## src/hw/rtl/bbt_pkg.sv

```systemverilog
// Shared types for the bounded bag table: action codes, token flags
// carried along the cell chain and the packed result record.
// No dependencies.
package bbt_pkg;

    typedef enum logic [1:0] {
        ACT_ADD    = 2'd0,
        ACT_REMOVE = 2'd1,
        ACT_QUERY  = 2'd2,
        ACT_CLEAR  = 2'd3
    } act_t;

    // Flags of the scan token as it moves from cell to cell
    typedef struct packed {
        logic busy;
        logic found;
    } tok_flag_t;

    // Result record, succeeded in the lowest bit
    typedef struct packed {
        logic       bag_empty;
        logic [4:0] bag_size;
        logic       present;
        logic [4:0] occurrences;
        logic       succeeded;
    } res_t;

endpackage

```

## src/hw/rtl/bbt_cell.sv

```systemverilog
// One cell of the bag chain: holds one slot, compares it against the key
// as the scan token passes and forwards the updated token. Uses bbt_pkg.
module bbt_cell #(
    parameter int INDEX       = 0,
    parameter int VALUE_WIDTH = 32,
    parameter int CNT_W       = 5,
    parameter int IDX_W       = 4
) (
    input  logic                   aclk,
    input  logic                   aresetn,
    input  logic [VALUE_WIDTH-1:0] key,
    input  logic [CNT_W-1:0]       live_count,
    input  bbt_pkg::tok_flag_t     flag_in,
    input  logic [CNT_W-1:0]       freq_in,
    input  logic [IDX_W-1:0]       first_in,
    input  logic [VALUE_WIDTH-1:0] last_in,
    output bbt_pkg::tok_flag_t     flag_out,
    output logic [CNT_W-1:0]       freq_out,
    output logic [IDX_W-1:0]       first_out,
    output logic [VALUE_WIDTH-1:0] last_out,
    input  logic                   wr_en,
    input  logic [IDX_W-1:0]       wr_idx,
    input  logic [VALUE_WIDTH-1:0] wr_val
);
    import bbt_pkg::*;

    logic [VALUE_WIDTH-1:0] slot_reg;
    tok_flag_t              flag_reg;
    logic [CNT_W-1:0]       freq_reg;
    logic [IDX_W-1:0]       first_reg;
    logic [VALUE_WIDTH-1:0] last_reg;
    logic                   is_live;
    logic                   is_match;
    logic                   is_last;

    assign is_live  = CNT_W'(INDEX) < live_count;
    assign is_match = is_live && (slot_reg == key);
    assign is_last  = CNT_W'(INDEX + 1) == live_count;

    always_ff @(posedge aclk) begin
        if (wr_en && (wr_idx == IDX_W'(INDEX))) begin
            slot_reg <= wr_val;
        end
    end

    always_ff @(posedge aclk) begin
        if (!aresetn) begin
            flag_reg <= '0;
        end else begin
            flag_reg.busy  <= flag_in.busy;
            flag_reg.found <= flag_in.found | is_match;
        end
        freq_reg  <= freq_in + CNT_W'(is_match);
        first_reg <= flag_in.found ? first_in : IDX_W'(INDEX);
        last_reg  <= is_last ? slot_reg : last_in;
    end

    assign flag_out  = flag_reg;
    assign freq_out  = freq_reg;
    assign first_out = first_reg;
    assign last_out  = last_reg;

endmodule

```

## src/hw/rtl/bounded_bag_table.sv

```systemverilog
// Bounded bag table: a multiset of up to CAPACITY values held in a chain of cells.
// The scan token advances one cell per cycle from request acceptance to result; a new
// request is accepted only once the scan is over and no result is pending. A finished
// result waits in an output register (plus one pending slot) while the next request
// is accepted.
// Reset (aresetn low, synchronous) empties the bag; slot contents are not cleared.
module bounded_bag_table #(
    parameter int CAPACITY    = 16,
    parameter int VALUE_WIDTH = 32
) (
    input  logic        aclk,
    input  logic        aresetn,
    input  logic        s_tvalid,
    output logic        s_tready,
    input  logic [31:0] s_tdata,   // [31:0] entry_value
    input  logic [1:0]  s_tuser,   // [1:0] action
    output logic        m_tvalid,
    input  logic        m_tready,
    output logic [15:0] m_tdata    // [0] succeeded, [5:1] occurrences, [6] present,
                                   // [11:7] bag_size, [12] bag_empty, [15:13] zero
);
    import bbt_pkg::*;

    localparam int CNT_W = $clog2(CAPACITY + 1);
    localparam int IDX_W = (CAPACITY > 1) ? $clog2(CAPACITY) : 1;

    typedef enum logic {S_IDLE, S_SCAN} state_t;

    state_t                 state_reg;
    act_t                   act_reg;
    logic [VALUE_WIDTH-1:0] key_reg;
    logic                   start_reg;
    logic [CNT_W-1:0]       count_reg;
    logic                   m_tvalid_reg;
    res_t                   res_reg;
    logic                   pend_valid_reg;
    res_t                   pend_reg;

    // Token chain: element i feeds cell i, element CAPACITY is the tail
    tok_flag_t              ch_flag  [CAPACITY+1];
    logic [CNT_W-1:0]       ch_freq  [CAPACITY+1];
    logic [IDX_W-1:0]       ch_first [CAPACITY+1];
    logic [VALUE_WIDTH-1:0] ch_last  [CAPACITY+1];

    logic                   s_fire;
    logic                   m_fire;
    logic                   finish;
    logic [VALUE_WIDTH+31:0] key_ext;

    // Finishing step
    logic                   fin_ok;
    logic                   fin_found;
    logic [CNT_W-1:0]       fin_freq;
    logic [CNT_W-1:0]       count_next;
    logic                   wr_en;
    logic [IDX_W-1:0]       wr_idx;
    logic [VALUE_WIDTH-1:0] wr_val;
    logic [CNT_W+4:0]       freq_ext;
    logic [CNT_W+4:0]       size_ext;
    res_t                   fin_res;

    assign s_tready = (state_reg == S_IDLE) && !pend_valid_reg;
    assign s_fire   = s_tvalid && s_tready;
    assign m_fire   = m_tvalid_reg && m_tready;
    assign finish   = ch_flag[CAPACITY].busy;

    // Cut or widen the incoming value to the slot width
    assign key_ext = {{VALUE_WIDTH{1'b0}}, s_tdata};

    // Inject a fresh token at the head of the chain
    assign ch_flag[0].busy  = start_reg;
    assign ch_flag[0].found = 1'b0;
    assign ch_freq[0]       = '0;
    assign ch_first[0]      = '0;
    assign ch_last[0]       = '0;

    for (genvar i = 0; i < CAPACITY; i++) begin : g_cell
        bbt_cell #(
            .INDEX      (i),
            .VALUE_WIDTH(VALUE_WIDTH),
            .CNT_W      (CNT_W),
            .IDX_W      (IDX_W)
        ) u_cell (
            .aclk      (aclk),
            .aresetn   (aresetn),
            .key       (key_reg),
            .live_count(count_reg),
            .flag_in   (ch_flag[i]),
            .freq_in   (ch_freq[i]),
            .first_in  (ch_first[i]),
            .last_in   (ch_last[i]),
            .flag_out  (ch_flag[i+1]),
            .freq_out  (ch_freq[i+1]),
            .first_out (ch_first[i+1]),
            .last_out  (ch_last[i+1]),
            .wr_en     (wr_en),
            .wr_idx    (wr_idx),
            .wr_val    (wr_val)
        );
    end

    // Apply the action once the token has passed every cell
    always_comb begin
        fin_ok     = 1'b0;
        fin_found  = ch_flag[CAPACITY].found;
        fin_freq   = ch_freq[CAPACITY];
        count_next = count_reg;
        wr_en      = 1'b0;
        wr_idx     = count_reg[IDX_W-1:0];
        wr_val     = key_reg;
        case (act_reg)
            ACT_ADD: begin
                // add to a full bag stores nothing
                fin_ok     = count_reg < CNT_W'(CAPACITY);
                count_next = fin_ok ? count_reg + CNT_W'(1) : count_reg;
                wr_en      = finish && fin_ok;
            end
            ACT_REMOVE: begin
                // move the last live entry into the first match
                fin_ok     = fin_found;
                count_next = fin_found ? count_reg - CNT_W'(1) : count_reg;
                wr_en      = finish && fin_found;
                wr_idx     = ch_first[CAPACITY];
                wr_val     = ch_last[CAPACITY];
            end
            ACT_QUERY: begin
                fin_ok = fin_found;
            end
            default: begin
                fin_ok     = 1'b1;
                fin_found  = 1'b0;
                fin_freq   = '0;
                count_next = '0;
            end
        endcase
        freq_ext            = {5'b0, fin_freq};
        size_ext            = {5'b0, count_next};
        fin_res.succeeded   = fin_ok;
        fin_res.occurrences = freq_ext[4:0];
        fin_res.present     = fin_found;
        fin_res.bag_size    = size_ext[4:0];
        fin_res.bag_empty   = count_next == '0;
    end

    always_ff @(posedge aclk) begin
        if (!aresetn) begin
            state_reg      <= S_IDLE;
            start_reg      <= 1'b0;
            count_reg      <= '0;
            m_tvalid_reg   <= 1'b0;
            pend_valid_reg <= 1'b0;
        end else begin
            start_reg <= s_fire;
            case (state_reg)
                S_IDLE: begin
                    if (s_fire) begin
                        state_reg <= S_SCAN;
                        act_reg   <= act_t'(s_tuser);
                        key_reg   <= key_ext[VALUE_WIDTH-1:0];
                    end
                end
                S_SCAN: begin
                    if (finish) begin
                        state_reg <= S_IDLE;
                        count_reg <= count_next;
                    end
                end
                default: begin
                    state_reg <= S_IDLE;
                end
            endcase

            // Output register with one pending slot behind it
            if (finish) begin
                if (!m_tvalid_reg || m_tready) begin
                    m_tvalid_reg <= 1'b1;
                    res_reg      <= fin_res;
                end else begin
                    pend_valid_reg <= 1'b1;
                    pend_reg       <= fin_res;
                end
            end else if (m_fire) begin
                if (pend_valid_reg) begin
                    res_reg        <= pend_reg;
                    pend_valid_reg <= 1'b0;
                end else begin
                    m_tvalid_reg <= 1'b0;
                end
            end
        end
    end

    assign m_tvalid = m_tvalid_reg;
    assign m_tdata  = {3'b000, res_reg};

`ifndef SYNTHESIS
    a_tail_in_scan: assert property (@(posedge aclk) disable iff (!aresetn)
        finish |-> (state_reg == S_SCAN))
        else $error("scan token left the chain outside a scan");
    a_pend_behind_out: assert property (@(posedge aclk) disable iff (!aresetn)
        pend_valid_reg |-> m_tvalid_reg)
        else $error("pending result without a held output");
    a_start_follows_accept: assert property (@(posedge aclk) disable iff (!aresetn)
        s_fire |=> (start_reg && state_reg == S_SCAN))
        else $error("accepted request did not start a scan");
    a_count_bound: assert property (@(posedge aclk) disable iff (!aresetn)
        finish |=> (count_reg <= CNT_W'(CAPACITY)))
        else $error("live count beyond capacity");
`endif

endmodule
```

## config.mk

```make
export PLATFORM = sky130hd
export DESIGN_NAME = bounded_bag_table
export DESIGN_NICKNAME = d
export VERILOG_FILES = /design/src/hw/rtl/bbt_pkg.sv /design/src/hw/rtl/bbt_cell.sv /design/src/hw/rtl/bounded_bag_table.sv
export SDC_FILE = /design/constraint.sdc
export NUM_CORES = 2
export LEC_CHECK = 0
export ABC_AREA = 1
export ABC_CLOCK_PERIOD_IN_PS = 5350
export BUFFER_PORTS_ARGS = -buffer_cell sky130_fd_sc_hd__buf_2
export CAP_MARGIN = 20
export CORE_ASPECT_RATIO = 1.75
export CORE_UTILIZATION = 28
export DETAILED_ROUTE_END_ITERATION = 10
export SLEW_MARGIN = 20
export SYNTH_ARGS = -nofsm -noshare
export SYNTH_HDL_FRONTEND = slang
export SYNTH_SLANG_ARGS = --single-unit
```

## constraint.sdc

```tcl
create_clock -name aclk -period 5.35 [get_ports aclk]
set_clock_uncertainty 0.2 [all_clocks]
set_input_delay 0.8025 -clock aclk [delete_from_list [all_inputs] [get_ports aclk]]
set_output_delay 0.8025 -clock aclk [all_outputs]
set_load 0.03 [all_outputs]
```

==> run_results.csv <==
group,metric,value,unit
run_status,outcome,"finished, final reports clean",
route,highest_layer,"met5",
pwr,p_per_area,340,mW/mm^2
route,wl_met3,12.7,mm
floorplan,dieArea,0.176,sq mm
route,drcViolationCount,0,
synthesis,yosys_register_bits,1244,
setup_path,crit_arrival,4400,ps
setup_path,cp_max_fo,10,
route,vias_per_cell,4.87,
grt,overflow,0,
pwr,leakagePower,22.5,nW
floorplan,num_rows,202,
route,ant_nets,0,
grt,grt_pass1_vias,35300,
layout,fin_area,0.0563,sq mm
synthesis,yosys.area.top_type_share,35.2,%
route,m1WireLength,66.7,mm
clock_tree,cts_tree,"done",
pwr,switchingPower,4.37,mW
pwr,p_int,14.8,mW
synthesis,yosysSeqAreaShare,62.7,%
synthesis,synthFlopType,"dfxtp_1",
synthesis,syn_avg_cell_area,10.4,sq um
route,num_vias,35000,
setup_path,end_kind,"flop",
setup_path,cp.required,5790,ps
synthesis,yosysTopAreaCell,"edfxtp_1",
synthesis,synth_cells,4698,
synthesis,ys_types,45,
floorplan,die_h,554,microns
clock_tree,post-cts-setup-buffers,0,
placement,dpl-instance-area,0.0523,sq mm
placement,dp_hpwl,162,mm
floorplan,io_pins,56,
clock_tree,htreeDepth,3,
timing,period_share,74.1,%
pwr,swShare,22.8,%
pwr,peakVddDrop,262,uV
pwr,combPwrFrac,4.1,%
floorplan,start_util,28.2,%
timing,fin_setup_tns,0,ps
setup_path,ff2ff_path_depth,10,
timing,setup_viol,0,
clock_tree,cts_max_path_buffers,3,
pwr,p_seq_share,51.9,%
timing,min_period,3960,ps
min_path,holdCritPathClass,"in -> reg",
route,initialDrtViolationCount,3352,
grt,antenna_found_initial,21,
setup_path,rr_startpoint,"key_reg[4]",
timing,slew-limit-headroom,16.1,%
min_path,holdPathEnd,"key_reg[18]",
route,wirelength,219,mm
layout,syn_to_final_growth,15.4,%
clock_tree,cts_buffers,109,
placement,place.gp.congestion,1.17,
min_path,whs_path_depth,1,
setup_path,startpoint_type,"flop",
grt,grt_max_degree,63,
timing,max_freq,252,MHz
clock_tree,clock-sinks,1244,
synthesis,synth-async-reset-ratio,0,%
grt,grt_first_pass_wirelength,293,mm
synthesis,synth_area_leaders,"edfxtp_1, dfxtp_1, nand2_1",
route,dr_wl_met2,109,mm
clock_tree,root_buffer,"clkbuf_16",
placement,io_buffers,52,
timing,rsz0062_at_grt,"no",
floorplan,die_w,318,microns
layout,drive_gt1_share,14.0,%
route,first_pass_iters,6,
setup_path,rr_endpoint,"g_cell[13].u_cell.freq_out[4]",
clock_tree,worstSkewPairLatency,760,ps
timing,hold_viol_final,0,
route,post_drt_wl_per_cell,30.5,microns
pwr,p_clk_share,44.0,%
grt,track_usage,24.8,%
synthesis,synth_edf_count,572,
clock_tree,clk_pin_slew,70,ps
layout,nets,4904,
layout,fin_util,32.5,%
setup_path,crit_type,"reg -> reg",
floorplan,placeableCoreArea,0.173,sq mm
timing,tightest_slew,1250,ps
synthesis,syn-cell-area,0.0488,sq mm
job,drv_cap,0,
synthesis,yosys_warnings,0,
setup_path,r2r_setup_slack,1390,ps
min_path,min_from,"s_tdata[18]",
timing,final-max-slew-violation-count,0,
critical path: stages, from the launching register on:
cell	delay, ps
edfxtp_1	700
clkinv_1	630
nand2_1	230
nand3_1	90
nor2_1	570
nand3_1	420
nor2_1	350
ha_1	230
ha_1	180
nand3_1	100
xnor2_1	130
metal layers:
| layer | GRT usage [%] | vias up |
|---|---|---|
| met5 | 0 | - |
| met4 | 29.1 | 4 |
| met3 | 4.56 | 782 |
| met2 | 43.5 | 1653 |
| met1 | 22.5 | 17000 |
| li1 | - | 15600 |
cells by family (layout without fill, tap and decap cells):
| family | count (synthesis) | after routing | synth area share, % |
|---|---|---|---|
| adder cells (fa/ha/maj) | 40 | 40 | 1.03 |
| other | 1 | 17 | 0.00768 |
| AO/OA/AOI/OAI | 395 | 395 | 4.21 |
| multiplexers | 250 | 250 | 5.77 |
| AND/OR/NAND/NOR | 1827 | 1827 | 15.4 |
| buffers and inverters | 621 | 843 | 5.13 |
| XOR/XNOR | 320 | 320 | 5.74 |
| flip-flops | 1244 | 1244 | 62.7 |
timing repair:
item                                   CTS  global route
endpoints found under the hold margin    5             0
hold buffers                             5             0
resized for setup                        0             0
cell usage after synthesis (4+ instances only):
library cell	instances
a21oi_1	52
a22oi_1	4
buf_2	98
buf_4	12
clkbuf_1	58
clkinv_1	13
dfxtp_1	672
edfxtp_1	572
ha_1	40
inv_1	435
inv_2	4
mux2_1	21
mux2_2	229
nand2_1	1084
nand2_2	5
nand3_1	102
nand3b_1	10
nand4_1	70
nor2_1	447
nor2_2	6
nor3_1	33
nor3b_1	17
nor4_1	6
o211ai_1	4
o21ai_0	290
o21ai_1	8
o22ai_1	32
or2_2	30
xnor2_1	229
xor2_1	91
area by class of cell:
cell class	count	area, sq um
diodes	14	35.0
fillers	17500	117000
clock inverters	55	586
flip-flops and latches	1244	30600
repair buffers	184	1390
inverters	452	1700
clock buffers	152	3210
multi-input cells	2835	16000
well taps	2244	2810
layout by cell type, fill, tap and decap left out, types with 52 or more instances in the layout:
cell type,Yosys,final
nand3_1,102,101
nand2_1,1084,1078
buf_2,98,52
nor2_1,447,428
edfxtp_1,572,572
o21ai_0,290,257
buf_4,12,116
inv_1,435,435
dfxtp_1,672,672
clkbuf_16,0,116
mux2_2,229,229
xor2_1,91,86
nand4_1,70,70
xnor2_1,229,224
metrics by stage:
| stage | power (mW) | instances | worst slack (ps) | hold WS [ps] |
|---|---|---|---|---|
| after floorplan | 10.5 | 4700 | 1930 | 156 |
| after detailed placement | 10.9 | 6947 | 1600 | 182 |
| final | 19.2 | 7180 | 1390 | 39.3 |
| after global placement | 10.9 | 6941 | 1400 | 173 |
| after global routing | 19.6 | 7171 | 1120 | 20.9 |
| after CTS | 19.2 | 7159 | 1580 | 0.853 |
worst max-delay path by stage:
stage	from	endpoint	slack, ps
after detailed placement	key_reg[24]	g_cell[6].u_cell.freq_out[4]	1600
after CTS	key_reg[24]	g_cell[6].u_cell.freq_out[4]	1580
after global placement	key_reg[31]	g_cell[13].u_cell.flag_out[0]	1400
final	key_reg[4]	g_cell[13].u_cell.freq_out[4]	1390
after global routing	key_reg[14]	g_cell[7].u_cell.freq_out[4]	1120
after floorplan	act_reg[1]	g_cell[4].u_cell.slot_reg[0]	1930
power groups by stage:
stage | logic [mW] | clock network (mW) | registers, mW
CTS | 0.731 | 8.51 | 9.95
finish | 0.776 | 8.43 | 9.95
detailed placement | 0.726 | 0 | 10.2
global placement | 0.727 | 0 | 10.2
floorplan | 0.309 | 0 | 10.1
global route | 0.781 | 8.86 | 9.94
Note: power is estimated with default switching activity, not from simulation.
